### config.mk
export PLATFORM = sky130hd
export DESIGN_NAME = dss_front
export DESIGN_NICKNAME = d
export VERILOG_FILES = /design/src/rtl/core/dss_pkg.sv /design/src/rtl/core/dss_front.sv
export SDC_FILE = /design/constraint.sdc
export NUM_CORES = 1
export LEC_CHECK = 0
export BUFFER_PORTS_ARGS = -buffer_cell sky130_fd_sc_hd__buf_2
export CAP_MARGIN = 20
export CORE_MARGIN = 5
export CORE_UTILIZATION = 53
export CTS_CLUSTER_SIZE = 20
export DETAILED_ROUTE_END_ITERATION = 7
export PLACE_DENSITY = 0.89
export SETUP_SLACK_MARGIN = 0.4
export SYNTH_ARGS = -nofsm -noshare
export SYNTH_HDL_FRONTEND = slang
export SYNTH_SLANG_ARGS = --single-unit
export TNS_END_PERCENT = 100
### constraint.sdc
create_clock -name clock -period 4.95 [get_ports clock]
set_clock_uncertainty 0.1 [all_clocks]
set_input_delay 0 -clock clock [delete_from_list [all_inputs] [get_ports clock]]
set_output_delay 0 -clock clock [all_outputs]
set_load 0.05 [all_outputs]
### src/rtl/core/dss_pkg.sv
`timescale 1ns / 1ps
// ----------------------------------------------------------------------------
// dss_pkg
// Shared types and codes for the delta-stepping shortest path block.
// ----------------------------------------------------------------------------
package dss_pkg;

   // store sizes
   localparam int MAX_VERTICES = 1024;
   localparam int MAX_EDGES    = 8192;

   // request actions
   localparam logic [1:0] ACT_LOAD  = 2'd0;
   localparam logic [1:0] ACT_SOLVE = 2'd1;
   localparam logic [1:0] ACT_READ  = 2'd2;
   localparam logic [1:0] ACT_CLEAR = 2'd3;

   // result status codes
   localparam logic [1:0] ST_OK       = 2'd0;
   localparam logic [1:0] ST_FULL     = 2'd1;
   localparam logic [1:0] ST_RANGE    = 2'd2;
   localparam logic [1:0] ST_UNSOLVED = 2'd3;

   // configuration register indexes
   localparam logic [1:0] CSR_DELTA  = 2'd0;
   localparam logic [1:0] CSR_SOURCE = 2'd1;

   localparam logic [15:0] DELTA_RESET  = 16'd256;
   localparam logic [9:0]  SOURCE_RESET = 10'd1;

   localparam logic [31:0] UNREACHED = 32'hFFFF_FFFF;
   localparam logic [32:0] SUM_CAP   = 33'h0_FFFF_FFFE;

   typedef struct packed {
      logic [1:0]  action;
      logic [9:0]  edge_from;
      logic [9:0]  edge_to;
      logic [15:0] edge_weight;
      logic [9:0]  read_vertex;
   } req_type;

   typedef struct packed {
      logic [1:0]  status;
      logic [31:0] distance;
      logic        reachable;
   } rsp_type;

   typedef enum logic [1:0] {
      OP_LOAD,
      OP_SOLVE,
      OP_READ,
      OP_CLEAR
   } op_type;

   typedef struct packed {
      op_type  op;
      req_type item;
   } cmd_type;

   typedef enum logic [4:0] {
      BK_IDLE,
      BK_RD_WAIT,
      BK_INIT,
      BK_SRC,
      BK_SCAN_RD,
      BK_SCAN_USE,
      BK_DIV_GO,
      BK_DIV_WAIT,
      BK_EC_RD,
      BK_EC_TD,
      BK_EC_USE,
      BK_ST_RD,
      BK_ST_USE,
      BK_AP_RD,
      BK_AP_TD,
      BK_AP_USE,
      BK_DONE
   } bk_state_type;

endpackage

### src/rtl/core/dss_front.sv
`timescale 1ns / 1ps
// ----------------------------------------------------------------------------
// dss_front
// Accepts requests, decodes the action and holds them in a two-entry queue.
// ----------------------------------------------------------------------------
module dss_front (
   input  logic             clock,
   input  logic             reset,
   input  logic             push,
   output logic             full,
   input  dss_pkg::req_type req_item,
   output logic             cmd_valid,
   output dss_pkg::cmd_type cmd,
   input  logic             cmd_take
);
   import dss_pkg::*;

   cmd_type    slot_ff [2];
   logic       wr_ptr_ff, wr_ptr_in;
   logic       rd_ptr_ff, rd_ptr_in;
   logic [1:0] count_ff, count_in;
   cmd_type    decoded;
   logic       do_push, do_pop;

   // classify the action
   always_comb begin
      decoded.item = req_item;
      case (req_item.action)
         ACT_LOAD:  decoded.op = OP_LOAD;
         ACT_SOLVE: decoded.op = OP_SOLVE;
         ACT_READ:  decoded.op = OP_READ;
         default:   decoded.op = OP_CLEAR;
      endcase
   end

   assign full      = (count_ff == 2'd2);
   assign cmd_valid = (count_ff != 2'd0);
   assign cmd       = slot_ff[rd_ptr_ff];
   assign do_push   = push && !full;
   assign do_pop    = cmd_take && cmd_valid;

   // queue pointers
   always_comb begin
      wr_ptr_in = do_push ? ~wr_ptr_ff : wr_ptr_ff;
      rd_ptr_in = do_pop ? ~rd_ptr_ff : rd_ptr_ff;
      count_in  = count_ff + {1'b0, do_push} - {1'b0, do_pop};
   end

   always_ff @(posedge clock) begin
      if (reset) begin
         wr_ptr_ff <= 1'b0;
         rd_ptr_ff <= 1'b0;
         count_ff  <= 2'd0;
      end else begin
         wr_ptr_ff <= wr_ptr_in;
         rd_ptr_ff <= rd_ptr_in;
         count_ff  <= count_in;
      end
   end

   // queue storage
   always_ff @(posedge clock) begin
      if (do_push) begin
         slot_ff[wr_ptr_ff] <= decoded;
      end
   end

endmodule

==> results of run 1 <==
metal layers:
layer,part of all wire,track usage,vias up,wire [um]
li1,-,-,1027,-
met1,0.38,0.1976,1047,2770
met2,0.56,0.3155,68,4054
met3,0.048,0.03631,15,347
met4,0.016,0.06971,0,120
met5,0,0,-,0
logic make-up (layout without fill, tap and decap cells):
group | Yosys count | count (layout)
adders and majority gates | 2 | 2
and+or+nand+nor | 11 | 11
DFF | 105 | 105
AOI/OAI and AO/OA | 3 | 3
buffers and inverters | 12 | 176
xor gates and xnor gates | 2 | 2
muxes | 50 | 50
where the power goes:
group	leakage (nW)	total [mW]	switching [mW]	internal (mW)
Combinational	0.911	1.13	0.796	0.333
Sequential	0.976	1.19	0.0563	1.13
Clock	0.117	0.597	0.265	0.332
Total	2.00	2.91	1.12	1.80
worst min path at each step:
stage                                     endpoint  slack (ns)  cells past startpoint
after floorplan             wr_ptr_ff$_SDFFE_PP0N_       -0.03                      1
after global placement    slot_ff[1][33]$_DFFE_PP_        0.09                      1
after detailed placement   slot_ff[1][4]$_DFFE_PP_        0.09                      1
after CTS                   count_ff[1]$_SDFF_PP0_        0.14                      6
after global routing        count_ff[1]$_SDFF_PP0_        0.22                      6
final                       count_ff[1]$_SDFF_PP0_        0.16                      6
layout make-up:
class	count	share of cell area
flip-flops and latches	105	0.5933
repair buffers	157	0.2052
multi-input cells	68	0.1308
clock buffers	9	0.02367
well taps	99	0.02367
clock inverters	6	0.02056
inverters	4	0.002869
cells in the final DEF (no fill, tap or decap), drive strengths merged, types with 3 or more instances in the layout:
| master | instances |
|---|---|
| clkbuf | 9 |
| bufinv | 3 |
| clkinv | 3 |
| nor2 | 3 |
| dlygate4sd3 | 51 |
| dfxtp | 5 |
| edfxtp | 100 |
| buf | 106 |
| inv | 4 |
| mux2 | 50 |
registers in the layout, indices dropped and copies added, names as in the netlist, named ones only:
name and cells:
wr_ptr_ff 1, slot_ff 100, count_ff 2, rd_ptr_ff 1
worst register-to-register path, delay by kind of cell (launching register included):
family,cells,cell delay (ns)
buffers and inverters,3,0.76
and+or+nand+nor,2,0.50
DFF,1,0.38
per-stage QoR:
step	hold slack, ns	setup slack [ns]
after floorplan	-0.03093	2.516
after global routing	0.2187	2.671
after CTS	0.1403	2.706
after detailed placement	0.09128	2.712
final	0.1585	2.800
after global placement	0.08899	2.797
timing repair:
| action | in CTS | in global routing |
|---|---|---|
| hold endpoints to repair | 105 | 0 |
| resized for setup | 0 | 0 |
| hold buffers | 51 | 0 |
==> flow_summary.json, run 1 <==
{
  "cp-endpoint": "cmd[26]",
  "yosys.area_share.adder": 0.006517,
  "floorplan.initialDensity": 0.5380,
  "path_class": "flip-flop to primary output",
  "routed_wl_um": 7293,
  "cts_made_buffers": 9,
  "postCtsSetupBuffers": 0,
  "synth_flop_cell": "edfxtp_1",
  "arrival_ns": 2.05,
  "antenna_found_initial": 0,
  "cp_top_family": "buffers and inverters",
  "status": "completed",
  "synth_top_family_by_area": "multiplexers",
  "worstRegToRegCells": 5,
  "period_needed_ns": 2.150,
  "cp_num_buf_inv": 2,
  "layout.cells.non_filler": 448,
  "antenna_cells": 0,
  "holdCritStartpoint": "push",
  "rsz0062_at_grt": "no",
  "synth_xor_xnor_area_share": 0.004562,
  "overflow": 0,
  "cts_tree": "done",
  "drt-pass1-iter-count": 4,
  "hpwl_um": 4321,
  "timing.rr.start": "count_ff[0]$_SDFF_PP0_",
  "synth_compound_area_frac": 0.004562,
  "p_per_area_nw_per_um2": 556.9,
  "yosys-top-cells-area": "edfxtp_1 (78%), mux2_2 (13%), dfxtp_1 (2.6%)",
  "ff_latch_area_sq_um": 3104,
  "p_total_mw": 2.914,
  "yosysTopAreaCell": "edfxtp_1",
  "avgSynthCellArea_sq_um": 20.76,
  "wl_per_cell_um": 16.28,
  "tns_ns": 0,
  "avgViaCountPerCell": 4.815,
  "place_area_sq_um": 4471,
  "dp_cells": 381,
  "die_h_um": 95.12,
  "cp_max_fo": 33,
  "fin_nets": 399,
  "yosysSeqAreaShare": 0.8081,
  "drive_gt1_frac": 0.4928,
  "max_clock_freq_mhz": 465.2,
  "ys_ff_latch": 105,
  "power_leakage_nw": 2.003,
  "boundaryPins": 104,
  "syn_nets": 239,
  "synth_edf_count": 100,
  "netlist_top_cells_count": "edfxtp_1 (100), mux2_2 (46), buf_2 (6), dfxtp_1 (5), mux2_1 (4)",
  "synth_top_area_share": 0.7820,
  "fillers": 476,
  "relSlewSlack": 0.5917,
  "hold_path.class": "input port to flip-flop",
  "reg2reg_slack_ns": 2.91,
  "rows": 31,
  "cap_violations": 0,
  "vias": 2157,
  "cts_num_sinks": 105,
  "final_area_sq_um": 5233,
  "gp_congestion": 0.6702,
  "r2r-end": "slot_ff[0][17]$_DFFE_PP_",
  "portBuffers": 103,
  "path_depth": 3,
  "ant_nets": 0,
  "htree_levels": 3,
  "finalHoldViolCount": 0,
  "dieWidth_um": 95.12,
  "utilization": 0.7332,
  "crit_path_cell_trace": "buf_4 > mux2_2 > buf_2",
  "yosys.area_share.simple": 0.01597,
  "worstPathRequired_ns": 4.85,
  "grt_pass1_wl_um": 11670,
  "startpoint_type": "flip-flop",
  "drc": 0,
  "grt_usage": 0.1733,
  "final-max-slew-violation-count": 0,
  "grt_max_degree": 51,
  "grt_pass1_vias": 2494,
  "ir_drop_mv": 0.4511,
  "dieArea_sq_um": 9048,
  "slowest_stage": "dfxtp_2",
  "finalSetupViolCount": 0,
  "max_stage_delay_ns": 0.60,
  "syn_inst": 185,
  "clockRootBuffer": "clkbuf_8",
  "clkTransAtPathRegs_ns": 0.09,
  "yosysMostFrequentCell": "edfxtp_1",
  "end_kind": "primary output",
  "tightest_slew_ns": 0.6124,
  "coreArea_sq_um": 7137,
  "synth.area.mux_share": 0.1466,
  "synth_area_sq_um": 3840,
  "areaGrowthSynthToFinish_pct": 36.27,
  "dr.first_iter.drc_count": 74,
  "synth_cell_type_count": 23,
  "fin_crit_sh": 0.4343,
  "clockBufferDepth": 2,
  "async_flop_share": 0,
  "synth_warnings": 0,
  "clk_latency_ns": 0.34,
  "multi_input_area_sq_um": 684.4
}
(Power assumes the default switching activity.)
==> inputs of run 2 (changes only) <==
ABC_AREA = 1   (was unset)
CORE_UTILIZATION = 47   (was 53)
PLACE_DENSITY = 0.84   (was 0.89)
clock period = 1.82 ns   (was 4.95 ns; I/O delays follow)
==> flow_summary.json, run 2 <==
{
  "end_kind": "flip-flop",
  "dieArea_sq_um": 10750,
  "tightest_slew_ns": 0.2266,
  "layout_commonest_cell": "edfxtp_1",
  "boundaryPins": 104,
  "cts_num_sinks": 105,
  "htree_levels": 3,
  "hpwl_um": 4624,
  "cts_tree": "done",
  "finalHoldViolCount": 0,
  "slowest_stage": "dfxtp_4",
  "grt_pass1_wl_um": 13140,
  "wl_per_cell_um": 19.34,
  "setup.worst_path.start": "count_ff[0]$_SDFF_PP0_",
  "layout_common_cells": "edfxtp_1 (100), buf_6 (57), dlygate4sd3_1 (51), buf_2 (51), mux2_4 (50)",
  "worstPathRequired_ns": 1.84,
  "final-max-slew-violation-count": 0,
  "drt-pass1-iter-count": 4,
  "portBuffers": 103,
  "fin_crit_sh": 0.8768,
  "avgSynthCellArea_sq_um": 20.93,
  "startpoint_type": "flip-flop",
  "yosysSeqAreaShare": 0.7524,
  "timing.rr.start": "count_ff[0]$_SDFF_PP0_",
  "die_h_um": 103.7,
  "max_clock_freq_mhz": 626.7,
  "routed-wl-met3_um": 545,
  "clockBufferDepth": 2,
  "dr_wl_met2_um": 5487,
  "drive_gt1_frac": 0.5754,
  "grt_max_degree": 31,
  "finalSetupViolCount": 0,
  "avgViaCountPerCell": 4.785,
  "holdCritStartpoint": "req_item[3]",
  "yosysTopAreaCell": "edfxtp_1",
  "clockRootBuffer": "clkbuf_8",
  "p_per_area_nw_per_um2": 1425,
  "ys_ff_latch": 105,
  "synth_cell_type_count": 12,
  "coreArea_sq_um": 8636,
  "largest_reg_flops": 100,
  "drc": 0,
  "vias": 2421,
  "antenna_found_initial": 0,
  "relSlewSlack": 0.8488,
  "yosys-top-cells-area": "edfxtp_1 (73%), mux2_4 (18%), buf_12 (2.4%)",
  "largest_register": "slot_ff",
  "ir_drop_mv": 1.116,
  "routed_wl_um": 9788,
  "dr.first_iter.drc_count": 102,
  "cts_made_buffers": 9,
  "rows": 34,
  "max_stage_delay_ns": 0.38,
  "fin_nets": 448,
  "gp_congestion": 0.7945,
  "syn_inst": 197,
  "power_leakage_nw": 2.600,
  "antenna_cells": 0,
  "hold_path.class": "input port to flip-flop",
  "cp_max_fo": 8,
  "fillers": 456,
  "rsz0062_at_grt": "yes",
  "path_class": "flip-flop to flip-flop",
  "cap_violations": 0,
  "yosysMostFrequentCell": "edfxtp_1",
  "netlist_top_cells_count": "edfxtp_1 (100), mux2_4 (50), inv_1 (10), nor2_1 (9), nand2_1 (8)",
  "grt_usage": 0.1560,
  "async_flop_share": 0,
  "ant_nets": 0,
  "synth_top_area_share": 0.7282,
  "syn_nets": 251,
  "hold-worst-slack_ns": 0.2611,
  "wl_met1_um": 3581,
  "arrival_ns": 1.62,
  "crit_path_cell_trace": "inv_4 > nand2_4 > buf_6 > nand3_4 > clkinvlp_4 > buf_12 > clkbuf_16",
  "period_needed_ns": 1.596,
  "status": "completed",
  "areaGrowthSynthToFinish_pct": 57.68,
  "highest_layer": "met4",
  "clkTransAtPathRegs_ns": 0.10,
  "synth_edf_count": 100,
  "synth_warnings": 0,
  "floorplan.initialDensity": 0.4775,
  "overflow": 0,
  "dieWidth_um": 103.7,
  "synth_flop_cell": "edfxtp_1",
  "synth_area_sq_um": 4124,
  "tns_ns": 0,
  "reg.largest.list": "slot_ff (100), count_ff (2)",
  "clk_latency_ns": 0.35,
  "grt_pass1_vias": 2679
}
## run 2: changes by cell type after synthesis, sizes merged, moves of 3 or more
cell	previous run	this run
nor2	3	9
inv	4	10
nand2	1	8
nand3	0	3
## run 2: logic make-up (layout without fill, tap and decap cells)
| family | after synthesis | in the layout | share of synthesized area |
|---|---|---|---|
| AND/OR/NAND/NOR | 20 | 20 | 0.01911 |
| buffers and inverters | 18 | 219 | 0.03793 |
| flip-flops | 105 | 105 | 0.7524 |
| multiplexers | 50 | 50 | 0.1820 |
| adder cells (fa/ha/maj) | 2 | 2 | 0.006067 |
| AO/OA/AOI/OAI | 2 | 2 | 0.002427 |
## run 2: power breakdown
part           switching, mW  internal, mW
combinational           2.49          2.18
clock                  0.748         0.627
sequential             0.146          3.08
total                   3.39          5.88
## run 2: layer usage
| metal | vias up | track usage |
|---|---|---|
| met5 | - | 0 |
| met3 | 14 | 0.05659 |
| met2 | 82 | 0.2883 |
| met1 | 1188 | 0.1575 |
| li1 | 1137 | - |
| met4 | 0 | 0.06198 |
## run 2: path summary, 6_finish.rpt
kind,end,slack [ns],cells after the start
hold / removal,slot_ff[1][3]$_DFFE_PP_,0.26,2
setup / recovery,slot_ff[1][16]$_DFFE_PP_,0.22,7
hold reg to reg,rd_ptr_ff$_SDFFE_PP0P_,0.45,2
setup reg to reg,slot_ff[1][16]$_DFFE_PP_,0.22,7
## run 2: repair_timing
action | CTS | global route
setup buffers | 8 | 11
hold buffers | 51 | 0
endpoints found under the hold margin | 105 | 0
resized for setup | 39 | 146
cloned | 2 | 13
pin swaps | 6 | 8
endpoints found under the setup margin | 94 | 130
## run 2: final cells by class
cell class	count	area [sq um]	share of cell area
multi-input combinational	74	963.4	0.1482
inverter	10	43.79	0.006735
clock inverter	5	57.56	0.008851
timing repair buffer	194	2063	0.3173
tap	108	135.1	0.02078
clock buffer	10	127.6	0.01963
sequential	105	3112	0.4785
## run 2: critical path: cells and delay by family (launching register included)
kind / cells / cell delay [ns]
flops: 1 / 0.38
buf+inv: 5 / 0.71
simple gates: 2 / 0.17
## run 2: through the flow
stage	total power, mW	std cells	cell area, sq um	util	worst slack (ns)
final	9.264	506	6502	0.7530	0.2242
after global routing	9.608	506	6502	0.7530	0.1720
after CTS	8.071	482	5734	0.6640	0.1758
after global placement	6.256	406	4788	0.5545	0.3475
after floorplan	5.791	197	4158	-	0.05244
after detailed placement	6.322	406	4788	0.5545	0.2577
