==> config.mk <==
export PLATFORM = sky130hd
export DESIGN_NAME = dss_rsq
export DESIGN_NICKNAME = d
export VERILOG_FILES = /design/src/rtl/core/dss_pkg.sv /design/src/rtl/core/dss_rsq.sv
export SDC_FILE = /design/constraint.sdc
export NUM_CORES = 1
export LEC_CHECK = 0
export BUFFER_PORTS_ARGS = -buffer_cell sky130_fd_sc_hd__buf_2
export CAP_MARGIN = 5
export CORE_ASPECT_RATIO = 0.9
export CORE_MARGIN = 2
export CORE_UTILIZATION = 55
export DETAILED_ROUTE_END_ITERATION = 8
export GPL_TIMING_DRIVEN = 1
export PLACE_DENSITY = 0.85
export SLEW_MARGIN = 20
export SYNTH_ARGS = -nofsm -noshare
export SYNTH_HDL_FRONTEND = slang
export SYNTH_SLANG_ARGS = --single-unit
==> constraint.sdc <==
create_clock -name clock -period 3.4 [get_ports clock]
set_input_delay 0.17 -clock clock [delete_from_list [all_inputs] [get_ports clock]]
set_output_delay 0.17 -clock clock [all_outputs]
set_load 0.03 [all_outputs]
==> src/rtl/core/dss_pkg.sv <==
`timescale 1ns / 1ps
// ----------------------------------------------------------------------------
// dss_pkg
// Shared types and codes for the delta-stepping shortest path block.
// ----------------------------------------------------------------------------
package dss_pkg;

   // store sizes
   localparam int MAX_VERTICES = 1024;
   localparam int MAX_EDGES    = 8192;

   // request actions
   localparam logic [1:0] ACT_LOAD  = 2'd0;
   localparam logic [1:0] ACT_SOLVE = 2'd1;
   localparam logic [1:0] ACT_READ  = 2'd2;
   localparam logic [1:0] ACT_CLEAR = 2'd3;

   // result status codes
   localparam logic [1:0] ST_OK       = 2'd0;
   localparam logic [1:0] ST_FULL     = 2'd1;
   localparam logic [1:0] ST_RANGE    = 2'd2;
   localparam logic [1:0] ST_UNSOLVED = 2'd3;

   // configuration register indexes
   localparam logic [1:0] CSR_DELTA  = 2'd0;
   localparam logic [1:0] CSR_SOURCE = 2'd1;

   localparam logic [15:0] DELTA_RESET  = 16'd256;
   localparam logic [9:0]  SOURCE_RESET = 10'd1;

   localparam logic [31:0] UNREACHED = 32'hFFFF_FFFF;
   localparam logic [32:0] SUM_CAP   = 33'h0_FFFF_FFFE;

   typedef struct packed {
      logic [1:0]  action;
      logic [9:0]  edge_from;
      logic [9:0]  edge_to;
      logic [15:0] edge_weight;
      logic [9:0]  read_vertex;
   } req_type;

   typedef struct packed {
      logic [1:0]  status;
      logic [31:0] distance;
      logic        reachable;
   } rsp_type;

   typedef enum logic [1:0] {
      OP_LOAD,
      OP_SOLVE,
      OP_READ,
      OP_CLEAR
   } op_type;

   typedef struct packed {
      op_type  op;
      req_type item;
   } cmd_type;

   typedef enum logic [4:0] {
      BK_IDLE,
      BK_RD_WAIT,
      BK_INIT,
      BK_SRC,
      BK_SCAN_RD,
      BK_SCAN_USE,
      BK_DIV_GO,
      BK_DIV_WAIT,
      BK_EC_RD,
      BK_EC_TD,
      BK_EC_USE,
      BK_ST_RD,
      BK_ST_USE,
      BK_AP_RD,
      BK_AP_TD,
      BK_AP_USE,
      BK_DONE
   } bk_state_type;

endpackage

==> src/rtl/core/dss_rsq.sv <==
`timescale 1ns / 1ps
// ----------------------------------------------------------------------------
// dss_rsq
// Two-entry result queue between the execution side and the result port.
// ----------------------------------------------------------------------------
module dss_rsq (
   input  logic             clock,
   input  logic             reset,
   input  logic             in_push,
   input  dss_pkg::rsp_type in_data,
   output logic             in_full,
   output logic             empty,
   input  logic             pop,
   output dss_pkg::rsp_type rsp_item
);
   import dss_pkg::*;

   rsp_type    slot_ff [2];
   logic       wr_ptr_ff, wr_ptr_in;
   logic       rd_ptr_ff, rd_ptr_in;
   logic [1:0] count_ff, count_in;
   logic       do_push, do_pop;

   assign in_full  = (count_ff == 2'd2);
   assign empty    = (count_ff == 2'd0);
   assign rsp_item = slot_ff[rd_ptr_ff];
   assign do_push  = in_push && !in_full;
   assign do_pop   = pop && !empty;

   // queue pointers
   always_comb begin
      wr_ptr_in = do_push ? ~wr_ptr_ff : wr_ptr_ff;
      rd_ptr_in = do_pop ? ~rd_ptr_ff : rd_ptr_ff;
      count_in  = count_ff + {1'b0, do_push} - {1'b0, do_pop};
   end

   always_ff @(posedge clock) begin
      if (reset) begin
         wr_ptr_ff <= 1'b0;
         rd_ptr_ff <= 1'b0;
         count_ff  <= 2'd0;
      end else begin
         wr_ptr_ff <= wr_ptr_in;
         rd_ptr_ff <= rd_ptr_in;
         count_ff  <= count_in;
      end
   end

   // queue storage
   always_ff @(posedge clock) begin
      if (do_push) begin
         slot_ff[wr_ptr_ff] <= in_data;
      end
   end

endmodule
==> implementation parameters, run 1 <==
Parameter                              Value

Critical path
  Slack of the worst reg-to-reg path ... approximately 1.4 ns
  Reg2Reg Depth ... 5
  Worst-path cell with the longest stage delay ... sky130_fd_sc_hd__dfxtp_1
  Worst path depth ... 3
  Required time of the critical path ... 3.23 ns
  Type of element launching the critical path ... flop
  Capture point of the worst path ... rsp_item[8]
  Cell-by-cell listing of the critical path ... buf_4, mux2_2, buf_2
  Signal arrival time at the worst endpoint ... 1.87 ns
  End of the worst register-to-register path ... slot_ff[0][8]
  Gate family responsible for the most delay along the worst path ... buffers and inverters
  Peak fanout along the critical path ... 26
  Kind of critical path ... flop to output pin
  CP Capture Type ... output pin
  Delay of the slowest cell on the worst path ... around 0.56 ns
  Critical R2R Launch ... count_ff[0]
  Count of buffering cells on the critical path with inverters included ... 2

Detailed routing
  First-pass detailed-route iteration total ... 4
  Sum of routed wire length over all layers ... around 4300 um
  Count of routing violations after the opening detailed-route iteration ... between 50 and 60
  Average routed wire per standard cell ... between 15 and 20 um
  Routed via count divided by cell count ... 5.01
  Total number of vias ... 1448
  Number of DRC violations after detailed routing ... 0
  Antenna Violating Nets Remaining ... 0

Timing
  Setup Skew ... 0.00628 ns
  Crit path time final ... between 2 and 2.5 ns
  Max Freq ... 491 MHz
  Setup-failing EPs final ... 0
  Tightest slew margin relative to the limit ... roughly 46%
  Number of hold violations in the final report ... 0
  Total negative slack for setup checks ... 0 ns
  Final period util ... between 50% and 60%
  Worst-Margin Slew ... around 0.8 ns
  Slew Viols, Final ... 0
  RSZ-0062 raised after global routing ... no

Final layout
  Layout cells sized above 1 ... 56.3%
  Final net count ... 261
  Final cell count without fillers ... 289
  Post-synthesis to final-layout area growth ... 21.8%
  Number of antenna cells inserted ... 0

Clock network
  Sinks on the clock net ... between 70 and 80
  CTS Root Cell ... sky130_fd_sc_hd__clkbuf_8
  Hold-fix buffer count after cts ... 0
  H-tree levels ... 3
  CTS max path bufs ... 2
  Clock transition at the registers of the reported paths ... ~0.07 ns
  TritonCTS clock tree ... built
  Post_cts resized ... 0
  Post-CTS setup buffer count ... 0
  Cts bufs inserted ... 9
  Clk_lat worst skew ... between 0.3 and 0.4 ns

Worst hold path
  Hold wc startpoint ... in_data[18]
  Cell count of the worst hold path ... 1
  Path class of the lowest-slack min-delay path ... primary input to flop

Job
  Number of violations of the max-capacitance limit ... 0

Synthesis
  Proportion of synthesized area in mux cells ... around 14%
  Instance count of the mapped netlist ... approximately 140
  XOR/XNOR Fraction of Synth Area ... less than 1%
  Ys Warns ... 0
  Post-synthesis instance area ... around 2800 um^2
  Adder-cell share of the synthesized area ... less than 1%
  Post-synthesis sequential area ratio ... between 80% and 90%
  Simple-Gate Fraction of Synth Area ... roughly 2.1%
  Combinational family with the most area after synthesis ... multiplexers
  Unique cell type count in the Yosys netlist ... 20
  Mapped Nets ... around 180
  Synthesis-stage register bit count ... 75
  Compound-Gate Fraction of Synth Area ... less than 1%
  Average instance area after synthesis ... 20.2 um^2

Placement
  Post-Place Cells ... approximately 270
  Final weighted congestion in routability-driven placement ... about 0.74
  Half-perimeter wire length of the detailed placement result ... approximately 3000 um
  Number of buffer cells added on primary ports ... 75

Floorplanning
  DIE AREA ... between 5000 and 6000 um^2
  Number of top-level pins ... between 70 and 80
  Die span in y ... about 71 um
  Core area ... between 4000 and 5000 um^2
  Die width ... just under 80 um
  Starting density of the core ... approximately 57%
  Cell Rows ... 24

Pwr
  Highest ir drop seen on vdd ... roughly 440 uV
  Power per unit of standard cell area ... slightly below 800 nW/um^2
  Standby leakage power ... around 1.3 nW

Global routing
  Number of antenna violations at the first check in global routing ... 0
  Via count of the first global-routing pass ... about 1400
  Tot GR Track Use ... between 15 and 20%
  First-pass GRT wire length ... roughly 6500 um
  Total overflow reported by the global router ... 0
  Maximum number of pins on one net before global-route repair ... 36

Status
  Result of the run ... finished clean
## sequential cells by signal (all words and copies together), names as in the netlist, named ones only
signal / cells
wr_ptr_ff: 1
count_ff: 2
rd_ptr_ff: 1
slot_ff: 70
## layer usage
layer  GRT usage (%)  routed length, um  vias to the layer above  part of all wire (%)
met1            18.9               1790                      707                    41
met3            4.46                212                        9                   4.9
li1                -                  -                      689                     -
met2            27.1               2240                       43                    52
met5               0                  0                        -                     0
met4            9.55                104                        0                   2.4
## synth_stat cells, drive strengths merged
cell type / instances / area (um^2)
xor2: 1 / 8.76
nor2: 4 / 15.0
o21ai: 1 / 5.00
o21a: 1 / 7.51
nor3: 1 / 5.00
or3: 1 / 6.26
mux2: 35 / 394
nor2b: 1 / 6.26
xnor2: 1 / 8.76
nand2b: 1 / 8.76
and2: 1 / 6.26
dfxtp: 5 / 100
buf: 4 / 20.0
ha: 2 / 25.0
and3: 1 / 7.51
inv: 4 / 15.0
a21oi: 1 / 5.00
nand2: 1 / 3.75
edfxtp: 70 / 2100
## final cells by class
| type | count | area (um^2) |
|---|---|---|
| clock buffers | 10 | 128 |
| clock inverters | 5 | 21.3 |
| fillers | 333 | 1480 |
| inverters | 4 | 15.0 |
| multi-input cells | 53 | 513 |
| flip-flops and latches | 75 | 2200 |
| well taps | 65 | 81.3 |
| repair buffers | 77 | 390 |
## metrics by stage
stage               util (%)  setup WS [ns]  instance area, um^2  power (W)  hold slack (ns)
finish                  69.3           1.36                 3350    0.00265           0.0346
detailed placement      66.2           1.40                 3200    0.00217            0.364
CTS                     69.3           1.30                 3350    0.00269           0.0196
floorplan                  -           1.41                 2750    0.00192            0.239
global route            69.3           1.25                 3350    0.00278           0.0173
global placement        66.2           1.47                 3200    0.00215            0.359
## placed cells by master, fill, tap and decap left out, drive strengths merged
cell type / count
buf: 77
edfxtp: 70
mux2: 35
clkbuf: 10
dfxtp: 5
clkinv: 5
nor2: 4
inv: 4
ha: 2
o21a: 1
nand2b: 1
nand2: 1
and3: 1
or3: 1
nor2b: 1
xnor2: 1
o21ai: 1
a21oi: 1
xor2: 1
and2: 1
nor3: 1
## worst min path at each step
| stage | endpoint |
|---|---|
| floorplan | wr_ptr_ff |
| global placement | slot_ff[0][20] |
| detailed placement | slot_ff[1][30] |
| CTS | slot_ff[0][18] |
| global route | slot_ff[1][18] |
| finish | slot_ff[0][18] |
## where the power goes
| group | switching, W | total, W | internal [W] |
|---|---|---|---|
| logic | 0.000582 | 0.000902 | 0.000320 |
| registers | 0.0000536 | 0.00123 | 0.00118 |
| clock network | 0.000269 | 0.000520 | 0.000251 |
## kinds of logic after synthesis
kind of cell               count (synthesis)
AOI/OAI and AO/OA                          3
adders and majority gates                  2
xor gates and xnor gates                   2
muxes                                     35
DFF                                       75
buffers and inverters                      8
and+or+nand+nor                           11
Note: power is estimated with default switching activity, not from simulation.
==> inputs of run 2 (changes only) <==
CORE_UTILIZATION = 46   (was 55)
PLACE_DENSITY = 0.76   (was 0.85)
clock period = 1.7 ns   (was 3.4 ns; I/O delays follow)
==> run 2 against run 1 <==
  * Global-route usage is 0.58 points higher
  * Sequential share of layout area decreased by 7.8 points
  * Clock power up 120%
  * Critical path depth rose by 4
  * Via count is 9.0% higher
  * Critical path type is now flop to flop
  * Largest power group unchanged
==> implementation parameters, run 2 (synthesis gave the netlist of run 1 again) <==
Parameter                              Value

Status
  Result of the run ... finished clean (unchanged)

Critical path
  CP Capture Type ... flop (was output pin)
  Startpoint of the worst setup timing path ... count_ff[1]
  Peak fanout along the critical path ... 5 (was 26)
  Kind of critical path ... flop to flop (was flop to output pin)
  Critical R2R Launch ... count_ff[1] (was count_ff[0])
  Signal arrival time at the worst endpoint ... 1.83 ns (was 1.87 ns)
  Count of buffering cells on the critical path with inverters included ... 1 (was 2)
  Gate family responsible for the most delay along the worst path ... adder cells (was buffers and inverters)
  Cell-by-cell listing of the critical path ... o21a_1, ha_1, inv_1, ha_1, xor2_1, and2_1, nor3_1 (was buf_4, mux2_2, buf_2)
  Slack of the worst reg-to-reg path ... 0.13 ns (was 1.43 ns)
  Reg2Reg Depth ... 7 (was 5)
  Worst-path cell with the longest stage delay ... sky130_fd_sc_hd__dfxtp_1 (unchanged)
  Required time of the critical path ... 1.96 ns (was 3.23 ns)
  End of the worst register-to-register path ... count_ff[1] (was slot_ff[0][8])
  Type of element launching the critical path ... flop (unchanged)
  Most used cell along the critical path ... sky130_fd_sc_hd__ha_1
  Delay of the slowest cell on the worst path ... 0.36 ns (was 0.56 ns)
  Capture point of the worst path ... count_ff[1] (was rsp_item[8])
  Worst path depth ... 7 (was 3)

Clock network
  Sinks on the clock net ... 75 (unchanged)
  CTS Root Cell ... sky130_fd_sc_hd__clkbuf_8 (unchanged)
  Clk_lat worst skew ... 0.33 ns (was 0.32 ns)
  H-tree levels ... 3 (unchanged)
  TritonCTS clock tree ... built (unchanged)
  Post-CTS setup buffer count ... 0 (unchanged)
  CTS max path bufs ... 2 (unchanged)
  Cts bufs inserted ... 9 (unchanged)
  Clock transition at the registers of the reported paths ... 0.07 ns (about the same)

Detailed routing
  Average routed wire per standard cell ... 15.4 um (was 15.0 um)
  Count of routing violations after the opening detailed-route iteration ... 49 (was 58)
  Antenna Violating Nets Remaining ... 0 (unchanged)
  First-pass detailed-route iteration total ... 4 (unchanged)
  Routed via count divided by cell count ... 4.71 (was 5.01)
  Number of DRC violations after detailed routing ... 0 (unchanged)
  Total number of vias ... 1578 (was 1448)
  Sum of routed wire length over all layers ... 5150 um (was 4350 um)

Pwr
  Sequential Power Share ... 43.7% (was 46.4%)
  Net Switching ... 0.00195 W (was 0.000904 W)
  Power per unit of standard cell area ... 1470 nW/um^2 (was 792 nW/um^2)
  Pint ... 0.00365 W (was 0.00175 W)
  Clock group share of total power ... 20.4% (was 19.6%)
  Highest ir drop seen on vdd ... 896 uV (was 436 uV)
  Fraction of power spent switching nets ... 34.8% (was 34.1%)
  Standby leakage power ... 1.46 nW (was 1.29 nW)
  Share of power burned in combinational logic ... 35.9% (was 34.0%)

Placement
  Half-perimeter wire length of the detailed placement result ... 3150 um (was 3020 um)
  Final weighted congestion in routability-driven placement ... 0.695 (was 0.742)
  Number of buffer cells added on primary ports ... 75 (unchanged)
  Post-Place Cells ... 283 (was 274)

Final layout
  Registers with the most flip-flops ... slot_ff: 70 flops, count_ff: 2 flops (unchanged)
  Post-synthesis to final-layout area growth ... 38.3% (was 21.8%)
  Final cell count without fillers ... 335 (was 289)
  Most used cells in the layout excluding fill and tap cells ... sky130_fd_sc_hd__buf_2 (75), sky130_fd_sc_hd__edfxtp_1 (70), sky130_fd_sc_hd__dlygate4sd3_1 (36) (was sky130_fd_sc_hd__buf_2 (75), sky130_fd_sc_hd__edfxtp_1 (70), sky130_fd_sc_hd__mux2_2 (35))
  Most frequent standard cell in the layout excluding fill and tap cells ... sky130_fd_sc_hd__buf_2 (unchanged)
  Max reg flops ... 70 (unchanged)
  Biggest register ... slot_ff (unchanged)
  Number of antenna cells inserted ... 0 (unchanged)
  Layout cells sized above 1 ... 52.1% (was 56.3%)
  Final net count ... 301 (was 261)

Global routing
  Via count of the first global-routing pass ... 1724 (was 1444)
  Tot GR Track Use ... 16.8% (was 16.2%)
  Total overflow reported by the global router ... 0 (unchanged)
  Number of antenna violations at the first check in global routing ... 0 (unchanged)
  Maximum number of pins on one net before global-route repair ... 26 (was 36)
  First-pass GRT wire length ... 8200 um (was 6550 um)

Worst hold path
  Path class of the lowest-slack min-delay path ... primary input to flop (unchanged)

Timing
  Setup Skew ... 0.00349 ns (was 0.00628 ns)
  Max Freq ... ~640 MHz
  Number of hold violations in the final report ... 0 (unchanged)
  Tightest slew margin relative to the limit ... 78.6% (was 45.9%)
  Crit path time final ... roughly 1.6 ns
  Total negative slack for setup checks ... 0 ns (unchanged)
  Worst-Margin Slew ... 0.320 ns (was 0.811 ns)
  Slew Viols, Final ... 0 (unchanged)
  RSZ-0062 raised after global routing ... no (unchanged)
  Setup-failing EPs final ... 0 (unchanged)
  Final period util ... just over 90%

Floorplanning
  Die span in y ... 77.4 um (was 71.1 um)
  Core area ... 5730 um^2 (was 4830 um^2)
  Starting density of the core ... 48.0% (was 56.9%)
  DIE AREA ... 6610 um^2 (was 5580 um^2)
  Number of top-level pins ... 76 (unchanged)
  Cell Rows ... 26 (was 24)
  Die width ... 85.5 um (was 78.5 um)

Job
  Number of violations of the max-capacitance limit ... 0 (unchanged)
==> run 2: changes by cell type in the layout (fill, tap and decap cells not counted), sizes merged <==
cell	change
clkinv	-2
inv	-1
clkinvlp	+5
dlygate4sd3	+36
clkbuf	-1
buf	+4
==> run 2: metal layers <==
| layer | wire length, um | vias up | track usage, % |
|---|---|---|---|
| met5 | 0 | - | 0 |
| met3 | 213 | 4 | 4.47 |
| met1 | 2140 | 761 | 19.3 |
| met2 | 2730 | 44 | 29.8 |
| met4 | 62 | 0 | 6.35 |
| li1 | - | 769 | - |
==> run 2: final cells by class <==
| class | instances | area [um^2] |
|---|---|---|
| clock buffers | 9 | 124 |
| repair buffers | 117 | 806 |
| flip-flops and latches | 75 | 2200 |
| fillers | 396 | 1920 |
| well taps | 70 | 87.6 |
| inverters | 4 | 18.8 |
| multi-input cells | 53 | 518 |
| clock inverters | 7 | 45.0 |
==> run 2: how the worst min path moves through the flow <==
stage           startpoint        endpoint  depth (start not counted)
2_1_floorplan        reset       wr_ptr_ff                          1
3_3_place_gp    in_data[3]   slot_ff[1][3]                          1
3_5_place_dp   in_data[24]  slot_ff[1][24]                          1
4_1_cts            in_push       wr_ptr_ff                          4
5_1_grt            in_push       wr_ptr_ff                          4
6_report           in_push       wr_ptr_ff                          4
==> run 2: power groups by stage <==
stage                     combinational [W]  clock, W  sequential, W
after floorplan                     0.00141         0        0.00245
after global placement              0.00194         0        0.00247
after detailed placement            0.00196         0        0.00248
after CTS                           0.00203   0.00119        0.00244
after global routing                0.00215   0.00126        0.00247
final                               0.00201   0.00114        0.00245
==> run 2: worst register-to-register path: cells and delay by family, from the launching register on <==
kind            cells  cell delay [ns]
fa+ha+maj           2             0.46
flops               1             0.36
compound gates      1             0.23
buf+inv             1             0.04
simple gates        2             0.27
xor+xnor            1             0.15
==> run 2: per-stage QoR <==
step	total power (W)	setup WS, ns	util [%]	hold slack (ns)	cell area (um^2)
floorplan	0.00386	0.0228	-	0.154	2760
global placement	0.00441	0.206	57.1	0.274	3270
detailed placement	0.00444	0.114	57.1	0.276	3270
CTS	0.00566	0.109	66.4	0.146	3800
global route	0.00589	0.0201	66.4	0.185	3800
finish	0.00560	0.132	66.4	0.161	3800
==> run 2: what timing repair did <==
action / CTS / global route
hold buffers: 36 / 0
resized for setup: 0 / 1
hold endpoints to repair: 75 / 0
setup endpoints to repair: 0 / 1
